===== src/hdl/tlbpt_pkg.sv =====
`default_nettype none

package tlbpt_pkg;

    // Fixed geometry of the translator.
    localparam int ADDR_W       = 16;
    localparam int TLB_ENTRIES  = 16;
    localparam int PAGE_COUNT   = 256;
    localparam int OFFSET_WIDTH = 8;

    localparam int PAGE_W    = $clog2(PAGE_COUNT);
    localparam int TLB_IDX_W = $clog2(TLB_ENTRIES);
    localparam int NFF_W     = PAGE_W + 1;
    localparam int PHYS_W    = PAGE_W + OFFSET_WIDTH;

    // Result flags in tuser, lowest bit first.
    localparam int USER_W       = 3;
    localparam int USER_HIT_BIT = 0;
    localparam int USER_PF_BIT  = 1;
    localparam int USER_OOF_BIT = 2;

    typedef enum logic {
        ST_IDLE,
        ST_LOOKUP
    } t_state;

    typedef struct packed {
        logic capture;
        logic commit;
    } t_ctrl_cmd;

    typedef struct packed {
        logic out_free;
    } t_dp_status;

endpackage

`default_nettype wire


===== src/hdl/tlbpt_ctrl.sv =====
`default_nettype none

module tlbpt_ctrl
    import tlbpt_pkg::*;
(
    input  wire logic       i_clk,
    input  wire logic       i_rst_n,
    input  wire logic       i_s_tvalid,
    output logic            o_s_tready,
    input  wire t_dp_status i_status,
    output t_ctrl_cmd       o_cmd
);

    t_state r_state;
    t_state n_state;

    always_ff @(posedge i_clk) begin
        if (!i_rst_n) begin
            r_state <= ST_IDLE;
        end else begin
            r_state <= n_state;
        end
    end

    always_comb begin
        n_state = r_state;
        case (r_state)
            ST_IDLE: begin
                if (i_s_tvalid) begin
                    n_state = ST_LOOKUP;
                end
            end
            ST_LOOKUP: begin
                if (i_status.out_free) begin
                    n_state = ST_IDLE;
                end
            end
            default: begin
                n_state = ST_IDLE;
            end
        endcase
    end

    always_comb begin
        o_s_tready    = 1'b0;
        o_cmd.capture = 1'b0;
        o_cmd.commit  = 1'b0;
        case (r_state)
            ST_IDLE: begin
                o_s_tready    = 1'b1;
                o_cmd.capture = i_s_tvalid;
            end
            ST_LOOKUP: begin
                // State only changes when the result can be loaded.
                o_cmd.commit = i_status.out_free;
            end
            default: begin
                o_s_tready = 1'b0;
            end
        endcase
    end

endmodule

`default_nettype wire


===== src/hdl/tlbpt_datapath.sv =====
`default_nettype none

module tlbpt_datapath
    import tlbpt_pkg::*;
(
    input  wire logic              i_clk,
    input  wire logic              i_rst_n,
    input  wire logic [ADDR_W-1:0] i_s_tdata,
    input  wire t_ctrl_cmd         i_cmd,
    output t_dp_status             o_status,
    output logic                   o_m_tvalid,
    input  wire logic              i_m_tready,
    output logic [ADDR_W-1:0]      o_m_tdata,
    output logic [USER_W-1:0]      o_m_tuser
);

    // Captured address and registered page table read.
    logic [ADDR_W-1:0] r_addr;
    logic [PAGE_W-1:0] r_pt_rdata;
    logic [PAGE_W-1:0] r_page_frame [PAGE_COUNT];

    // TLB storage.
    logic [PAGE_W-1:0]    r_tlb_tag   [TLB_ENTRIES];
    logic [PAGE_W-1:0]    r_tlb_frame [TLB_ENTRIES];
    logic [TLB_ENTRIES-1:0] r_tlb_valid;
    logic [TLB_IDX_W-1:0] r_tlb_ptr;

    logic [PAGE_COUNT-1:0] r_page_mapped;
    logic [NFF_W-1:0]      r_next_free;

    logic                r_out_valid;
    logic [ADDR_W-1:0]   r_out_data;
    logic [USER_W-1:0]   r_out_user;

    logic [ADDR_W-1:0]       w_in_shift;
    logic [PAGE_W-1:0]       w_in_page;
    logic [ADDR_W-1:0]       w_shift;
    logic [PAGE_W-1:0]       w_page;
    logic [OFFSET_WIDTH-1:0] w_offset;
    logic                    w_hit;
    logic [PAGE_W-1:0]       w_hit_frame;
    logic                    w_mapped;
    logic                    w_oof;
    logic                    w_fault;
    logic [PAGE_W-1:0]       w_frame;
    logic [PHYS_W-1:0]       w_phys;
    logic [TLB_IDX_W-1:0]    w_slot;

    assign w_in_shift = i_s_tdata >> OFFSET_WIDTH;
    assign w_in_page  = w_in_shift[PAGE_W-1:0];
    assign w_shift    = r_addr >> OFFSET_WIDTH;
    assign w_page     = w_shift[PAGE_W-1:0];
    assign w_offset   = r_addr[OFFSET_WIDTH-1:0];

    // Fully associative compare; the lowest matching entry wins.
    always_comb begin
        w_hit       = 1'b0;
        w_hit_frame = '0;
        for (int i = TLB_ENTRIES - 1; i >= 0; i--) begin
            if (r_tlb_valid[i] && (r_tlb_tag[i] == w_page)) begin
                w_hit       = 1'b1;
                w_hit_frame = r_tlb_frame[i];
            end
        end
    end

    assign w_mapped = r_page_mapped[w_page];
    assign w_oof    = !w_hit && !w_mapped && (r_next_free == NFF_W'(PAGE_COUNT));
    assign w_fault  = !w_hit && !w_mapped && !w_oof;

    always_comb begin
        if (w_hit) begin
            w_frame = w_hit_frame;
        end else if (w_mapped) begin
            w_frame = r_pt_rdata;
        end else begin
            w_frame = r_next_free[PAGE_W-1:0];
        end
    end

    assign w_phys = {w_frame, w_offset};
    assign w_slot = (r_tlb_ptr == TLB_IDX_W'(TLB_ENTRIES - 1)) ? '0
                                                                : r_tlb_ptr + 1'b1;

    always_ff @(posedge i_clk) begin
        if (i_cmd.capture) begin
            r_addr     <= i_s_tdata;
            r_pt_rdata <= r_page_frame[w_in_page];
        end
        if (i_cmd.commit && w_fault) begin
            r_page_frame[w_page] <= r_next_free[PAGE_W-1:0];
        end
    end

    always_ff @(posedge i_clk) begin
        if (i_cmd.commit && !w_hit && !w_oof) begin
            r_tlb_tag[w_slot]   <= w_page;
            r_tlb_frame[w_slot] <= w_frame;
        end
    end

    always_ff @(posedge i_clk) begin
        if (!i_rst_n) begin
            r_tlb_valid   <= '0;
            r_tlb_ptr     <= '0;
            r_page_mapped <= '0;
            r_next_free   <= '0;
        end else if (i_cmd.commit) begin
            if (!w_hit && !w_oof) begin
                r_tlb_valid[w_slot] <= 1'b1;
                r_tlb_ptr           <= w_slot;
            end
            if (w_fault) begin
                r_page_mapped[w_page] <= 1'b1;
                r_next_free           <= r_next_free + 1'b1;
            end
        end
    end

    always_ff @(posedge i_clk) begin
        if (!i_rst_n) begin
            r_out_valid <= 1'b0;
        end else if (i_cmd.commit) begin
            r_out_valid <= 1'b1;
        end else if (i_m_tready) begin
            r_out_valid <= 1'b0;
        end
    end

    always_ff @(posedge i_clk) begin
        if (i_cmd.commit) begin
            r_out_data               <= w_oof ? '0 : ADDR_W'(w_phys);
            r_out_user[USER_HIT_BIT] <= w_hit;
            r_out_user[USER_PF_BIT]  <= w_fault;
            r_out_user[USER_OOF_BIT] <= w_oof;
        end
    end

    assign o_status.out_free = !r_out_valid || i_m_tready;
    assign o_m_tvalid        = r_out_valid;
    assign o_m_tdata         = r_out_data;
    assign o_m_tuser         = r_out_user;

endmodule

`default_nettype wire


===== src/hdl/tlb_page_table_translator.sv =====
// Address translator with a 16-entry TLB and a 256-entry page table.
//
// Input stream: one 16-bit virtual address per beat (page in the upper
// bits, offset in the lower 8). Output stream: one beat per input beat
// carrying the physical address and the hit, page fault and out-of-frames
// flags. A page fault hands out the next free frame; outside logic uses
// the fault flag to fill that frame.
//
// Timing: an address is taken in the idle state and resolved in the
// lookup state; no new address is taken before the last one resolves.
// The pace is set by the page table memory, whose registered read is
// started as the address is taken and which may be written while the
// lookup resolves. The lookup waits for a free output register.
//
// Stalls: the result sits in an output register until taken; the input
// is ready again meanwhile and the next address waits in the lookup stage
// until the output register frees up.
//
// Reset clears the TLB valid bits, the mapped bits of the page table, the
// free frame counter and the output valid; no clearing pass is needed.
`default_nettype none

module tlb_page_table_translator
    import tlbpt_pkg::*;
(
    input  wire logic              i_clk,
    input  wire logic              i_rst_n,
    input  wire logic              i_s_tvalid,
    output logic                   o_s_tready,
    input  wire logic [ADDR_W-1:0] i_s_tdata,  // [15:0] virt_addr
    output logic                   o_m_tvalid,
    input  wire logic              i_m_tready,
    output logic [ADDR_W-1:0]      o_m_tdata,  // [15:0] phys_addr
    output logic [USER_W-1:0]      o_m_tuser   // [0] tlb_hit, [1] page_fault,
                                               // [2] out_of_frames
);

    t_ctrl_cmd  w_cmd;
    t_dp_status w_status;

    tlbpt_ctrl u_ctrl (
        .i_clk      (i_clk),
        .i_rst_n    (i_rst_n),
        .i_s_tvalid (i_s_tvalid),
        .o_s_tready (o_s_tready),
        .i_status   (w_status),
        .o_cmd      (w_cmd)
    );

    tlbpt_datapath u_datapath (
        .i_clk      (i_clk),
        .i_rst_n    (i_rst_n),
        .i_s_tdata  (i_s_tdata),
        .i_cmd      (w_cmd),
        .o_status   (w_status),
        .o_m_tvalid (o_m_tvalid),
        .i_m_tready (i_m_tready),
        .o_m_tdata  (o_m_tdata),
        .o_m_tuser  (o_m_tuser)
    );

endmodule

`default_nettype wire


===== config.mk =====
export PLATFORM = sky130hd
export DESIGN_NAME = tlb_page_table_translator
export DESIGN_NICKNAME = d
export VERILOG_FILES = /design/src/hdl/tlbpt_pkg.sv /design/src/hdl/tlbpt_ctrl.sv /design/src/hdl/tlbpt_datapath.sv /design/src/hdl/tlb_page_table_translator.sv
export SDC_FILE = /design/constraint.sdc
export NUM_CORES = 2
export LEC_CHECK = 0
export BUFFER_PORTS_ARGS = -buffer_cell sky130_fd_sc_hd__buf_2
export CAP_MARGIN = 20
export CELL_PAD_IN_SITES_DETAIL_PLACEMENT = 0
export CELL_PAD_IN_SITES_GLOBAL_PLACEMENT = 1
export CORE_UTILIZATION = 41
export DETAILED_ROUTE_END_ITERATION = 8
export PLACE_DENSITY = 0.59
export SYNTH_ARGS = -nofsm -noshare
export SYNTH_HDL_FRONTEND = slang
export SYNTH_HIERARCHICAL = 1
export SYNTH_SLANG_ARGS = --single-unit

===== constraint.sdc =====
create_clock -name i_clk -period 19.8 [get_ports i_clk]
set_input_delay 3.96 -clock i_clk [delete_from_list [all_inputs] [get_ports i_clk]]
set_output_delay 3.96 -clock i_clk [all_outputs]
set_load 0.01 [all_outputs]

---- Word-level counts from Yosys, hierarchy flattened ----
Memories as Yosys holds them, arrays and structs flattened. A register that Yosys moved wholly into a read port is not among the register bits.
Cells that the tools add are included.
W data, S select, Z words.
storage, ports and cells
  register bits ........................... 322
  RAM bits ................................ 2304
  input port bits ......................... 20
  output and inout bits ................... 21
  memories ................................ 3
memory list
  memory                   words  bits a word  read ports  clocked after memory_dff  wr ports  line                  text
  u_datapath.r_page_frame  256    8            1           1                         1         tlbpt_datapath.sv:20  logic [PAGE_W-1:0] r_page_frame [PAGE_COUNT];
  u_datapath.r_tlb_frame   16     8            16          0                         1         tlbpt_datapath.sv:24  logic [PAGE_W-1:0] r_tlb_frame [TLB_ENTRIES];
  u_datapath.r_tlb_tag     16     8            16          0                         1         tlbpt_datapath.sv:23  logic [PAGE_W-1:0] r_tlb_tag [TLB_ENTRIES];
cells by class
  $add $sub $neg .......................... 2
  order comparisons ....................... 4
  equality and inequality tests ........... 18
  muxes and demuxes ....................... 53
  bitwise logic cells ..................... 3
  reductions and logical operators ........ 33
operators with widths
  kind                   number
  $or A256 B256 Y256     1
  $mux W8                18
  $eq A8 B8 Y1           16
  $mux W1                30
  $logic_and A1 B1 Y1    25
  $or A16 B16 Y16        1
  $add A9 B1 Y9 const B  1
  $eq A9 B9 Y1 const B   1
  $lt A8 B9 Y1 const B   1
  $bmux W1 S8            1
  $demux W1 S8           1
  $ge A8 B1 Y1 const B   1
  $lt A4 B5 Y1 const B   1
  $add A4 B1 Y4 const B  1
  $demux W1 S4           1
  $eq A4 B4 Y1 const B   1
  $ge A4 B1 Y1 const B   1
  $logic_not A1 Y1       4
  $mux W4                1
  $reduce_and A2 Y1      2
  $pmux W1 S2            1
  $reduce_bool A2 Y1     1
  $logic_or A1 B1 Y1     1
  $not A1 Y1             1

---- Logic depth before layout (Yosys ltp) ----
An unclocked memory read counts as a cell.
  depth after elaboration ................. 27
  gate-level depth with buffers ........... 15
  mapped depth without buffers ............ 9

---- By module ----
Netlist, hierarchy kept.
by module, submodules not included
  module          times used  cells an instance  area an instance (um^2)  seq. area each (um^2)
  tlbpt_datapath  1           4932               102120.4                 76203.1
  tlbpt_ctrl      1           6                  50.0                     20.0

---- Least setup slack after synthesis ----
Ideal clock, no wire load.
  path type ............................... input-to-reg
  start point ............................. input port i_m_tready
  end point ............................... memory u_datapath/r_tlb_frame[12][0] (netlist name), enable pin
  data arrival time ....................... 6824 ps
  slack ................................... 12536 ps
  cell stages on the path ................. 4
  path buffers ............................ 0
  path through ............................ nand2b_1 > and2_1 > o211ai_1 > nor4b_1
RTL lines
  item                line                             text
  start: declaration  tlb_page_table_translator.sv:32  input wire logic i_m_tready,
  end: declaration    tlbpt_datapath.sv:24

==> flow_summary_export.csv <==
group,metric,value,unit
clock_tree,cts.sinks,2634,
timing,tightest_slew,1.21,ns
cells_and_area,nets,5297,
timing,fmax,0.115,GHz
clock_tree,cts_setup_buffers,0,
setup_path,max_stage_delay,0.88,ns
clock_tree,cts.repair.resized,0,
setup_path,required,20.43,ns
detailed_routing,wl_per_cell,31.0,um
synth,postSynthCellCount,4938,
setup_path,cp_num_buf_inv,4,
die,core_area,0.247,sq mm
detailed_routing,viasPerCell,5.78,
clock_tree,htree_levels,5,
synth,ys_ff_latch,2634,
timing,timing.final.crit_period,8.70,ns
clock_tree,insertion_delay,0.94,ns
synth,post_synth.cell_area_avg,20.7,sq um
clock_tree,clkTransAtPathRegs,0.06,ns
power,p_sw_frac,0.204,
place,port_buffers,40,
synth,synth_nets,4964,
power,powerDensity,98.9,mW/mm^2
die,die_height,501,um
setup_path,slowest_stage,"buf_4",
timing,period_share,0.439,
power,power.switching,2.36,mW
synth,ys_types,65,
timing,slew_headroom,0.191,
die,die_area,0.251,sq mm
clock_tree,cts_inserted_buffers,295,
outcome,status,"completed",
global_route,grt_overflow,0,
power,p_comb_frac,0.029,
global_route,grt_pass1_vias,51105,
timing,rsz0062_at_grt,"false",
timing,clock_skew,0.0708,ns
timing,final_max_slew_viol_count,0,
detailed_routing,routed-via-count,50831,
place,dp_hpwl,162,mm
setup_path,critical_path_class,"input port to flip-flop",
die,die_width,501,um
synth,yosys_warnings,6,
power,seqPwrFrac,0.517,
synth,ys.flop_type,"edfxtp_1",
die,num_rows,182,
clock_tree,clockBufferDepth,4,
job,maxCapViolCount,0,
cells_and_area,final_cell_area,0.117,sq mm
synth,synth_common_cells,"2347 x edfxtp_1, 746 x mux4_2, 287 x dfxtp_1, 279 x o21a_1, 250 x nor3_1",
detailed_routing,ant_nets,0,
global_route,antenna_found_initial,14,
die,initial_core_util,0.414,
power,pwr-share-clk,0.454,
cells_and_area,fillers,20388,
setup_path,startpoint_type,"input port",
power,peakVddDrop,0.0940,mV
clock_tree,cts_hold_buf,0,
global_route,track_usage,0.218,
cells_and_area,syn_to_final_growth,14.9,%
place,placed_area,0.108,sq mm
cells_and_area,drive_above_1_share,0.290,
global_route,grt_pass1_wl,388,mm
clock_tree,tritoncts,"done",
synth,synthArstFlopShare,0,
die,pin_count,41,
synth,synth_top_area_share,0.690,
synth,yosysMostFrequentCell,"edfxtp_1",
synth,synth_area_leaders,"edfxtp_1 69%, mux4_2 16%, dfxtp_1 5.6%",
timing,setup_viol,0,
detailed_routing,drt_iter0_drc,5139,
synth,synth_top_cell_by_area,"edfxtp_1",
setup_path,path_max_fanout,56,
timing,finalSetupTns,0,ns
setup_path,cp-end-kind,"flip-flop",
detailed_routing,drc,0,
clock_tree,root_buffer,"clkbuf_16",
setup_path,crit_arrival,9.33,ns
power,leakage,38.7,nW
detailed_routing,drt_wl_total,272,mm
synth,synth_edf_count,2347,
cells_and_area,post-route-util,0.476,
setup_path,path_cells,"buf_8 > buf_4 > buf_4 > buf_4 > mux4_2 > mux4_2 > mux4_2 > mux4_2",
setup_path,crit_top_cell,"mux4_2",
synth,syn_area,0.102,sq mm
hold_path,worstHoldPathType,"flip-flop to flip-flop",
timing,hold_violations,0,
power,p_int,9.25,mW
detailed_routing,drt_pass1_iterations,7,
setup_path,crit_family,"buffers and inverters",
global_route,grt_max_degree,139,
synth,yosysSeqAreaShare,0.746,
place,place.gp.congestion,0.788,
-- state kept, by name (all words and copies together) (netlist names), 4 cells and up --
name                      flops
u_datapath/r_addr            16
u_datapath/r_tlb_tag        128
u_datapath/r_tlb_ptr          4
u_datapath/r_page_frame    2048
u_datapath/o_m_tdata         16
u_datapath/r_tlb_frame      128
u_datapath/r_tlb_valid       16
u_datapath/r_pt_rdata         8
u_datapath/r_page_mapped    256
u_datapath/r_next_free        9
-- per-layer routing --
metal | part of all wire | GRT usage | up-vias
met5 | 0.000088 | 0 | -
met4 | 0.025 | 0.0592 | 4
met3 | 0.068 | 0.0443 | 358
met2 | 0.47 | 0.340 | 1577
met1 | 0.44 | 0.311 | 27709
li1 | - | - | 21183
-- worst reg2reg max path, delay by kind of cell, from the launching register on --
kind / cells / cell delay, ns
compound gates: 2 / 0.95
buf+inv: 4 / 2.21
flops: 1 / 0.37
mux: 2 / 1.27
simple gates: 4 / 1.84
-- worst paths after layout --
check | from | end | slack [ns] | cells after the start
hold reg to reg | u_datapath/r_page_mapped[198] | u_datapath/r_page_mapped[198] | 0.46 | 1
setup reg to reg | u_datapath/r_addr[8] | u_datapath/r_page_frame[163][4] | 12.79 | 12
setup / recovery | i_s_tdata[8] | u_datapath/r_pt_rdata[1] | 11.10 | 8
hold / removal | u_datapath/r_page_mapped[198] | u_datapath/r_page_mapped[198] | 0.46 | 1
-- cell families after synthesis --
family,Yosys count,share of synthesized area
buf+inv,323,0.0129
flops,2634,0.746
simple gates,647,0.0314
fa+ha+maj,6,0.000735
xor+xnor,136,0.0117
mux,775,0.167
compound gates,417,0.0298
-- cells in the final DEF, fill, tap and decap left out, drive strengths merged, types with 5 or more instances in the layout --
master / instances
mux2i: 23
xnor2: 123
clkinv: 92
buf: 346
nor3b: 6
inv: 16
o211ai: 10
a21oi: 25
xor2: 13
nor4: 19
a221oi: 6
o21a: 279
a211o: 5
a211oi: 7
edfxtp: 2347
nand3: 56
o22ai: 10
mux2: 6
a31oi: 6
nor3: 252
a21boi: 7
nor2b: 20
dfxtp: 287
and2: 13
mux4: 746
bufinv: 22
clkbuf: 391
a22oi: 6
or3: 24
nand4: 25
nor2: 101
ha: 6
o21ai: 26
or2: 17
nand2: 97
-- power by group through the flow --
| stage | clock network [mW] | registers [mW] | logic, mW |
|---|---|---|---|
| after floorplan | 0 | 6.13 | 0.208 |
| after global placement | 0 | 6.13 | 0.339 |
| after detailed placement | 0 | 6.13 | 0.341 |
| after CTS | 5.38 | 6.01 | 0.342 |
| after global routing | 5.59 | 6.01 | 0.356 |
| final | 5.27 | 6.01 | 0.335 |
-- metrics by stage --
stage	total power [mW]	worst slack, ns	hold slack, ns	std cells
final	11.6	11.10	0.457	8799
after global routing	11.9	10.67	0.467	8797
after detailed placement	6.47	10.01	0.447	8275
after global placement	6.46	10.03	0.440	8269
after floorplan	6.34	12.54	0.432	4938
after CTS	11.7	10.98	0.461	8785
-- area by class of cell --
cell class | instances | area, sq um | area share
clock inverter | 119 | 1120 | 0.00952
sequential | 2634 | 76300 | 0.649
clock buffer | 391 | 8080 | 0.0688
antenna | 3 | 7.51 | 0.0000639
tap | 3312 | 4140 | 0.0353
timing repair buffer | 346 | 2720 | 0.0232
multi-input combinational | 1981 | 25000 | 0.213
inverter | 13 | 48.8 | 0.000416
No activity file was read; power rests on OpenSTA's default activity.
